`src/rtl/tks_pkg.sv`:
```
// ----------------------------------------------------------------------------
// Top-k score keeper package
// Sizes, result kinds and the controller-datapath command types.
// ----------------------------------------------------------------------------
package tks_pkg;

	localparam int MaxEntries = 32;
	localparam int IdxW = $clog2(MaxEntries);
	localparam int CntW = $clog2(MaxEntries + 1);
	localparam int KeyW = 64;
	localparam int ScoreW = 32;
	localparam int RowW = 40;

	typedef enum logic [2:0] {
		KIND_INSERTED = 3'd0,
		KIND_REPLACED = 3'd1,
		KIND_REJECTED = 3'd2,
		KIND_DUMP = 3'd3,
		KIND_EMPTY = 3'd4
	} kind_t;

	typedef struct packed {
		logic [KeyW-1:0] key;
		logic signed [ScoreW-1:0] score;
		logic [RowW-1:0] row;
	} entry_t;

	typedef struct packed {
		logic load;      // capture input item
		logic insert;    // sorted insert, count up
		logic replace;   // drop minimum then sorted insert
		logic dump_clr;  // clear dump pointer
		logic dump_adv;  // advance dump pointer
	} dp_cmd_t;

	typedef struct packed {
		logic [CntW-1:0] count;
		logic full;
		logic beats;        // new score beats stored minimum
		logic dump_last;    // pointer on last stored entry
		entry_t head;       // entry under dump pointer
		entry_t minimum;
	} dp_status_t;

endpackage

```
`src/rtl/tks_ctrl.sv`:
```
// ----------------------------------------------------------------------------
// Top-k score keeper controller
// Sequences insert, replace and dump, and drives the output register.
// ----------------------------------------------------------------------------
module tks_ctrl (
	input  logic clk,
	input  logic arst_n,
	input  logic in_valid,
	output logic in_ready,
	output logic out_valid,
	input  logic out_ready,
	input  logic item_op,
	input  tks_pkg::dp_status_t status,
	output tks_pkg::dp_cmd_t cmd,
	output logic [2:0] kind,
	output logic [63:0] out_key,
	output logic signed [31:0] out_score,
	output logic [39:0] out_row,
	output logic [5:0] fill,
	output logic last
);

	typedef enum logic [1:0] {S_IDLE, S_DECIDE, S_DUMP} state_t;
	state_t state_q;
	logic out_free;
	logic out_load;

	assign out_free = !out_valid || out_ready;
	assign in_ready = state_q == S_IDLE;
	assign out_load = out_free && (state_q == S_DUMP
			|| (state_q == S_DECIDE && !(item_op && status.count != '0)));

	always_comb begin
		cmd = '0;
		cmd.load = in_valid && state_q == S_IDLE;
		unique case (state_q)
			S_IDLE: cmd.dump_clr = 1'b1;
			S_DECIDE: begin
				if (out_free && !item_op) begin
					cmd.insert = !status.full;
					cmd.replace = status.full && status.beats;
				end
			end
			S_DUMP: cmd.dump_adv = out_free;
			default: ;
		endcase
	end

	always_ff @(posedge clk or negedge arst_n) begin
		if (!arst_n) begin
			state_q <= S_IDLE;
			out_valid <= 1'b0;
		end else begin
			if (out_load) begin
				out_valid <= 1'b1;
			end else if (out_ready) begin
				out_valid <= 1'b0;
			end
			unique case (state_q)
				S_IDLE: begin
					if (in_valid) begin
						state_q <= S_DECIDE;
					end
				end
				S_DECIDE: begin
					if (out_free) begin
						if (item_op && status.count != '0) begin
							state_q <= S_DUMP;
						end else begin
							state_q <= S_IDLE;
						end
					end
				end
				S_DUMP: begin
					if (out_free && status.dump_last) begin
						state_q <= S_IDLE;
					end
				end
				default: state_q <= S_IDLE;
			endcase
		end
	end

	// result register
	always_ff @(posedge clk) begin
		if (state_q == S_DECIDE && out_free) begin
			out_key <= '0;
			out_score <= '0;
			out_row <= '0;
			last <= 1'b1;
			fill <= 6'(status.count);
			if (item_op) begin
				kind <= tks_pkg::KIND_EMPTY;
			end else if (!status.full) begin
				kind <= tks_pkg::KIND_INSERTED;
				fill <= 6'(status.count + 1'b1);
			end else if (status.beats) begin
				kind <= tks_pkg::KIND_REPLACED;
				out_key <= status.minimum.key;
				out_score <= status.minimum.score;
				out_row <= status.minimum.row;
			end else begin
				kind <= tks_pkg::KIND_REJECTED;
			end
		end else if (state_q == S_DUMP && out_free) begin
			kind <= tks_pkg::KIND_DUMP;
			out_key <= status.head.key;
			out_score <= status.head.score;
			out_row <= status.head.row;
			fill <= 6'(status.count);
			last <= status.dump_last;
		end
	end

endmodule

```
`config.mk`:
```
export PLATFORM = sky130hd
export DESIGN_NAME = tks_ctrl
export DESIGN_NICKNAME = d
export VERILOG_FILES = /design/src/rtl/tks_pkg.sv /design/src/rtl/tks_ctrl.sv
export SDC_FILE = /design/constraint.sdc
export NUM_CORES = 1
export LEC_CHECK = 0
export ABC_AREA = 1
export BUFFER_PORTS_ARGS = -buffer_cell sky130_fd_sc_hd__buf_2
export CELL_PAD_IN_SITES_DETAIL_PLACEMENT = 0
export CELL_PAD_IN_SITES_GLOBAL_PLACEMENT = 2
export CORE_ASPECT_RATIO = 0.5
export CORE_UTILIZATION = 23
export CTS_BUF_LIST = sky130_fd_sc_hd__clkbuf_16
export DETAILED_ROUTE_END_ITERATION = 8
export PLACE_DENSITY_LB_ADDON = 0.1
export SLEW_MARGIN = 20
export SYNTH_ARGS = -nofsm -noshare
export SYNTH_HDL_FRONTEND = slang
export SYNTH_SLANG_ARGS = --single-unit
export TNS_END_PERCENT = 10
```
`constraint.sdc`:
```
create_clock -name clk -period 5.2 [get_ports clk]
set_input_delay 0.52 -clock clk [delete_from_list [all_inputs] [get_ports clk]]
set_output_delay 0.52 -clock clk [all_outputs]
set_load 0.01 [all_outputs]
```
Yosys cells after proc, flatten, opt, wreduce, memory -nomap -nowiden
Cells that the tools add are included.
W data, S select, Z words.
- flip-flop bits (word level): 149
- bits of input ports: 286
- output and inout port bits: 153
- add/subtract/negate cells: 1
- mux-type cells: 35
- reduce and logical (&&, ||, !) cells: 20
- equality and inequality tests: 5
- operators with widths (cell ; number):
    $mux W64 ; 5
    $mux W40 ; 5
    $mux W32 ; 5
    $mux W6 ; 4
    $mux W2 ; 8
    $logic_and A1 B1 Y1 ; 9
    $mux W3 ; 3
    $add A6 B1 Y6 const B ; 1
    $pmux W2 S3 ; 1
    $reduce_bool A6 Y1 ; 1
    $logic_not A1 Y1 ; 4
    $mux W1 ; 4
    $ne A2 B2 Y1 const B ; 2
    $reduce_bool A2 Y1 ; 2
    $reduce_and A3 Y1 ; 1
    $eq A2 B1 Y1 const B ; 1
    $eq A2 B2 Y1 const B ; 1
    $logic_not A2 Y1 ; 1
    $logic_or A1 B1 Y1 ; 2
    $ne A2 B1 Y1 const B ; 1

Logic depth before layout (Yosys ltp)
Gate-level depths: netlist (run 1).
- word-level depth: 7
- depth in mapped cells: 9

Worst setup path before layout (run 1)
Ideal clock, no wire load.
- kind: input-to-reg
- start point: input port out_ready
- end point: register fill[0], enable pin
- slack: 0.542 ns
- library setup time: 1.236 ns
- stages on the path: 5
- data arrival time: 3.422 ns
- data required time: 3.964 ns
- path through: nor2_1 -> nor2_4 -> inv_2 -> buf_2 -> nand2_1
- word-level cells in the longest chain between the ends: 3
- RTL lines (element ; RTL line ; text):
    start, declared ; tks_ctrl.sv:11 ; input logic out_ready,
    $logic_or A1 B1 Y1 (*) ; tks_ctrl.sv:28 ; assign out_free = !out_valid || out_ready;
    $logic_and A1 B1 Y1, on equally long branches ; tks_ctrl.sv:86, tks_ctrl.sv:105 ;
    $reduce_bool A2 Y1 (no line) (*) ; -- ;
    end signal, assigned ; tks_ctrl.sv:91 ; fill <= 6'(status.count);
    end signal, assigned ; tks_ctrl.sv:96 ; fill <= 6'(status.count + 1'b1);
    end signal, assigned ; tks_ctrl.sv:110 ; fill <= 6'(status.count);
    end, declared ; tks_ctrl.sv:19 ; output logic [5:0] fill,
Every way passes the cells marked *; elsewhere a longest branch is shown, timed or not.
A chain may end at the register's enable or synchronous reset.

==> metrics.md, run 1 <==
| Metric | Value |
|---|---|
| Slew of the pin with the lowest slew margin | `0.829 ns` |
| Crit Path Max Fanout | `67` |
| Crit path arrival time | `2.17 ns` |
| Final std cells w/o fill | `1489` |
| DRC Markers | `0` |
| Total Routed Length | `24.3 mm` |
| Die height | `122 µm` |
| Dpl ws | `2.42 ns` |
| Min-Delay Endpoint | `out_key[33]` |
| Sequential share of the synthesized area | `0.677` |
| Crit Reg-Reg Endpoint | `out_key[24]` |
| Pwr Total | `5.61 mW` |
| Multi-input logic area | `1810 µm²` |
| Power per unit of standard cell area | `585 nW/µm²` |
| I/O pins | `439` |
| Final setup violation count | `0` |
| CTS clk-pin slew, worst paths | `0.06 ns` |
| Post-synth top area share | `0.662` |
| Avg Cell Area, Syn | `9.96 µm²` |
| Final hold vios | `0` |
| DP HPWL | `18.1 mm` |
| Largest cells by area after synthesis | `edfxtp_1 (66%), nand2_1 (24%), buf_6 (2.4%)` |
| Largest net degree at the start of global routing | `120` |
| Reg-to-Reg Start | `state_q[1]` |
| Wire per inst | `16.3 µm` |
| Horiz. Die Dim | `241 µm` |
| H-tree depth | `4` |
| Worst Hold Path Cells | `3` |
| Setup TNS | `0 ns` |
| Die ar. | `29300 µm²` |
| Cts bufs inserted | `17` |
| 1st-pass router iterations | `4` |
| Hold Path Class | `in2reg` |
| CTS Root Cell | `clkbuf_16` |
| Maxcap violations | `0` |
| Gp weighted congestion | `0.782` |
| Seq cells post-synth | `149` |
| Share of cells above drive strength 1 | `0.429` |
| # rows | `43` |
| Worst-Skew Late Latency | `0.43 ns` |
| Slew Viols, Final | `0` |
| CP endpoint kind | `output pin` |
| VDD IR max | `454 µV` |
| Port Buffers | `438` |
| Status | `complete, no violations` |
| GRT overflow | `0` |
| Clock Sinks | `149` |
| Post-Syn Nets | `948` |
| Hold Startpoint | `status[105]` |
| Yosys cell types | `22` |
| Synth area leader | `edfxtp_1` |
| Global Route Usage Sum | `0.164` |
| Synth Cell Area | `6580 µm²` |
| Max transition margin | `0.447` |
| Most numerous cell in the Yosys netlist | `nand2_1` |
| CP Class | `reg2out` |
| Initial core utilization | `0.236` |
| Final period util | `0.517` |
| Final nets | `1379` |
| Clk_skew | `0.00693 ns` |
| Initial antenna violation count | `2` |
| Post-CTS sizing | `0` |
| Cells after Synth | `660` |
| CTS tree | `done` |
| Vias in the first global route | `5823` |
| Initial drt markers | `314` |
| Lkg Pwr | `4.82 nW` |
| Antenna Nets Post-Route | `0` |
| EDFF count, synth | `145` |
| Worst Slack Setup Final | `2.51 ns` |
| Storage element area | `4450 µm²` |
| Startpoint Class | `flip-flop` |
| Vias | `5883` |
| Clock Tree Buf Depth | `2` |
| Dominant synthesized flop cell | `edfxtp_1` |
| Core area | `27900 µm²` |
| Asr flop ratio synth | `0.0201` |
| Achievable Freq | `372 MHz` |
| Placed cells | `1453` |
| R2R depth | `6` |
| Crit path time final | `2.69 ns` |
| DR vias/cell | `3.95` |
| Worst reg2reg setup slack | `2.66 ns` |
| WP data required | `4.68 ns` |
| Syn-to-layout area delta | `46.0%` |
| RSZ-0062 raised after global routing | `no` |
| Synth cell count leaders | `nand2_1 (425), edfxtp_1 (145), inv_1 (19)` |
| FILL cells | `3000` |
| First-pass GRT wire length | `34.7 mm` |
| Synth warnings | `0` |
| Final hold slack | `0.349 ns` |
==> how the worst max path moves through the flow <==
stage	startpoint	endpoint	slack, ns	depth (start not counted)
finish	state_q[1]	cmd[2]	2.51	6
global route	state_q[1]	cmd[2]	2.30	6
CTS	state_q[1]	cmd[2]	2.40	6
detailed placement	out_ready	out_key[49]	2.42	7
global placement	out_ready	out_score[21]	2.43	7
floorplan	out_ready	fill[0]	0.54	5
==> sequential cells by signal (all words and copies together), names as in the netlist <==
register	flops
fill	6
out_key	64
out_row	40
out_valid	1
kind	3
last	1
state_q	2
out_score	32
==> per-stage QoR <==
stage	area, µm²	utilization
floorplan	6580	-
global placement	9050	0.325
detailed placement	9050	0.325
CTS	9590	0.344
global route	9590	0.344
finish	9600	0.344
==> layout by cell type (no fill, tap or decap), drive strengths merged <==
cell type and count:
buf 442, edfxtp 145, dfxtp 1, o21ai 2, clkinv 9, xor2 3, bufinv 1, nor2 12
ha 2, dfrtp 3, nand3 6, dlygate4sd3 1, inv 24, diode 3, nand4 4, o31ai 1
o22ai 1, o211ai 1, nand2 426, clkbuf 17, clkinvlp 3
==> power breakdown <==
part           leakage (nW)  total [mW]  internal, mW  switching (mW)
clock network         0.258        1.14         0.641           0.501
registers              1.43        2.38          2.23           0.151
logic                  3.13        2.09         0.667            1.42
total                  4.82        5.61          3.54            2.07
==> cell type report <==
| cell class | count | share of cell area |
|---|---|---|
| flip-flops and latches | 149 | 0.464 |
| repair buffers | 443 | 0.234 |
| multi-input cells | 458 | 0.188 |
| well taps | 382 | 0.0498 |
| clock buffers | 17 | 0.0443 |
| clock inverters | 15 | 0.0103 |
| inverters | 22 | 0.00913 |
| diodes | 3 | 0.000782 |
==> logic make-up (layout without fill, tap and decap cells) <==
logic type,Yosys count,in the layout,share of synthesized area
other,0,3,0
flip-flops,149,149,0.677
adder cells (fa/ha/maj),2,2,0.00381
AO/OA/AOI/OAI,5,5,0.00476
AND/OR/NAND/NOR,448,448,0.261
XOR/XNOR,3,3,0.00400
buffers and inverters,53,497,0.0499
==> repair_timing <==
action | CTS | global route
hold endpoints to repair | 3 | 0
buffers inserted | 0 | 0
hold buffers | 1 | 0
==> critical path: stages, from the launching register on <==
cell	delay, ns
dfrtp_1	0.42
inv_2	0.07
nand2_2	0.07
nor2_4	0.20
nand4_2	0.15
inv_4	0.54
buf_2	0.26
==> metal layers <==
layer	up-vias	part of all wire	global-route usage
li1	2982	-	-
met1	2750	0.38	0.179
met2	128	0.55	0.306
met3	23	0.046	0.0485
met4	0	0.017	0.0487
met5	-	0	0
No activity file was read; power rests on OpenSTA's default activity.
==> run 2, diff against run 1 <==
--- a/config.mk
+++ b/config.mk
@@ -5,12 +5,12 @@
 export SDC_FILE = /design/constraint.sdc
 export NUM_CORES = 1
 export LEC_CHECK = 0
-export ABC_AREA = 1
+export ABC_AREA = 0
 export BUFFER_PORTS_ARGS = -buffer_cell sky130_fd_sc_hd__buf_2
 export CELL_PAD_IN_SITES_DETAIL_PLACEMENT = 0
 export CELL_PAD_IN_SITES_GLOBAL_PLACEMENT = 2
 export CORE_ASPECT_RATIO = 0.5
-export CORE_UTILIZATION = 23
+export CORE_UTILIZATION = 25
 export CTS_BUF_LIST = sky130_fd_sc_hd__clkbuf_16
 export DETAILED_ROUTE_END_ITERATION = 8
 export PLACE_DENSITY_LB_ADDON = 0.1
==> constraint.sdc (replaced) <==
create_clock -name clk -period 2.6 [get_ports clk]
set_input_delay 0.26 -clock clk [delete_from_list [all_inputs] [get_ports clk]]
set_output_delay 0.26 -clock clk [all_outputs]
set_load 0.01 [all_outputs]
==> run 2 against run 1 <==
Worst hold slack got worse by 0.24 ns; final area shrank 4.3%; flip-flop and latch count did not move; highest routed layer unchanged; final cell count is 23% lower; clock power rose by 88%; wire length decreased by 11%; critical endpoint unchanged; synthesized area fell by 5.9%; clock-buffer cell count unchanged; sequential power up 97%; critical path depth down 1.
==> metrics.md, run 2 <==
| Metric | Value |
|---|---|
| Status | `complete, no violations` |
| DR vias/cell | `4.40` |
| Hold Path Class | `in2reg` |
| Global Route Usage Sum | `0.166` |
| Dpl ws | `0.698 ns` |
| Max transition margin | `0.540` |
| Multiplexer area fraction after synthesis | `0.00162` |
| Synth cell count leaders | `edfxtp_1 (145), a22o_1 (136), buf_2 (16)` |
| Max FFs per register | `64` |
| Core area | `24100 µm²` |
| Port Buffers | `438` |
| Synth Area in Compound Gates | `0.201` |
| Slew of the pin with the lowest slew margin | `0.688 ns` |
| Initial antenna violation count | `1` |
| Seq cells post-synth | `149` |
| DRC Markers | `0` |
| Wire per inst | `19.0 µm` |
| CP max stage delay | `0.46 ns` |
| Clock Tree Buf Depth | `2` |
| Gp weighted congestion | `0.740` |
| WP data required | `2.34 ns` |
| Synth warnings | `0` |
| Xor/xnor share of the synthesized area | `0.00708` |
| # rows | `40` |
| Most frequent cells in the layout | `buf_2 (438), edfxtp_1 (145), a22o_1 (136)` |
| Maxcap violations | `0` |
| Post-Synth Simple-Gate Area | `0.0267` |
| Final setup violation count | `0` |
| Final period util | `0.889` |
| Post-CTS sizing | `0` |
| Post-Syn Nets | `652` |
| Power per unit of standard cell area | `1220 nW/µm²` |
| Placed cells | `1112` |
| Final std cells w/o fill | `1145` |
| Vias | `5034` |
| Crit path arrival time | `2.05 ns` |
| Post-synth top area share | `0.704` |
| Share of cells above drive strength 1 | `0.584` |
| Cts bufs inserted | `17` |
| CTS tree | `done` |
| CP endpoint kind | `output pin` |
| Syn-to-layout area delta | `48.5%` |
| Crit path time final | `2.31 ns` |
| Vias in the first global route | `5004` |
| Worst-path cell with the longest stage delay | `dfrtp_2` |
| Synth Cell Area | `6180 µm²` |
| Yosys cell types | `29` |
| Lkg Pwr | `4.05 nW` |
| WP buf/inv | `2` |
| I/O pins | `439` |
| Startpoint Class | `flip-flop` |
| EDFF count, synth | `145` |
| Worst Slack Setup Final | `0.288 ns` |
| Cells after Synth | `364` |
| Total Routed Length | `21.7 mm` |
| Die height | `113 µm` |
| Largest Register | `out_key` |
| Initial core utilization | `0.256` |
| VDD IR max | `951 µV` |
| Worst path top cell family by delay | `buffers and inverters` |
| Dominant synthesized flop cell | `edfxtp_1` |
| Largest cells by area after synthesis | `edfxtp_1 (70%), a22o_1 (19%), buf_6 (2.0%)` |
| # hold bufs at CTS | `1` |
| Sequential share of the synthesized area | `0.719` |
| Clock Sinks | `149` |
| Post-synthesis adder-cell area fraction | `0.00405` |
| Top Registers | `out_key (64), out_row (40), out_score (32)` |
| Largest family of logic cells by synthesized area | `compound AO/OA/AOI/OAI gates` |
| 1st-pass router iterations | `4` |
| First-pass GRT wire length | `31.0 mm` |
| Clk_skew | `0.0116 ns` |
| CTS Root Cell | `clkbuf_16` |
| GRT overflow | `0` |
| Slew Viols, Final | `0` |
| Asr flop ratio synth | `0.0201` |
| Synth area leader | `edfxtp_1` |
| Die ar. | `25400 µm²` |
| Commonest non-fill, non-tap cell in the layout | `buf_2` |
| DP HPWL | `15.8 mm` |
| Horiz. Die Dim | `224 µm` |
| Initial drt markers | `226` |
| Final hold vios | `0` |
| RSZ-0062 raised after global routing | `no` |
| Final nets | `1084` |
| Worst-Skew Late Latency | `0.44 ns` |
| H-tree depth | `4` |
| Most numerous cell in the Yosys netlist | `edfxtp_1` |
| Crit Path Max Fanout | `106` |
| Crit path cell chain | `and2b_1 > nand2_4 > nor2_4 > buf_12 > buf_2` |
| Avg Cell Area, Syn | `17.0 µm²` |
| Setup Fix Bufs, Post-CTS | `0` |
| CP Class | `reg2out` |
| CTS clk-pin slew, worst paths | `0.06 ns` |
| FILL cells | `2374` |
| Largest net degree at the start of global routing | `138` |
| Antenna Nets Post-Route | `0` |
| Achievable Freq | `432 MHz` |
## run 2: kinds of logic (layout without fill, tap and decap cells)
| family | Yosys count | in the layout |
|---|---|---|
| DFF | 149 | 149 |
| AOI/OAI and AO/OA | 145 | 145 |
| buffers and inverters | 34 | 478 |
| and+or+nand+nor | 28 | 28 |
| xor gates and xnor gates | 5 | 5 |
| adders and majority gates | 2 | 2 |
| muxes | 1 | 1 |
| other | 0 | 1 |
## run 2: final cells by class
cell class	instances	area [µm²]	area share
clock buffer	17	425	0.0463
inverter	2	7.51	0.000817
clock inverter	14	57.6	0.00627
tap	336	420	0.0458
multi-input combinational	181	1530	0.166
timing repair buffer	445	2300	0.250
sequential	149	4450	0.484
antenna	1	2.50	0.000272
## run 2: per-stage QoR
stage	utilization	total power, mW	cell area [µm²]	hold slack, ns	setup TNS [ns]
global route	0.381	11.8	9180	0.0886	0
detailed placement	0.360	9.18	8690	0.0645	0
floorplan	-	7.17	6210	-0.0356	-131.44
finish	0.381	11.2	9190	0.112	0
CTS	0.381	11.4	9180	0.0784	0
global placement	0.360	9.16	8690	0.0622	0
## run 2: final timing paths
path                       cells past startpoint      endpoint        from  slack [ns]
min in group asynchronous                      2     out_valid      arst_n        0.16
hold reg to reg                                1          last        last        0.50
setup / recovery                               5        cmd[2]  state_q[1]        0.29
hold / removal                                 2  out_score[9]  status[49]        0.11
setup reg to reg                               5   out_key[11]  state_q[1]        0.79
max in group asynchronous                      2    state_q[1]      arst_n        2.31
## run 2: layer usage
layer	track usage	up-vias	routed length, µm
met5	0	-	0
met4	0.0571	0	228
met3	0.0441	16	1120
met2	0.300	151	11600
met1	0.191	2481	8820
li1	-	2386	-
## run 2: power by group
group          total (mW)  switching, mW  internal, mW  leakage, nW
Clock                2.14          0.967          1.17        0.260
Sequential           4.69          0.297          4.39         1.43
Combinational        4.34           2.66          1.68         2.36
Total                11.2           3.92          7.24         4.05
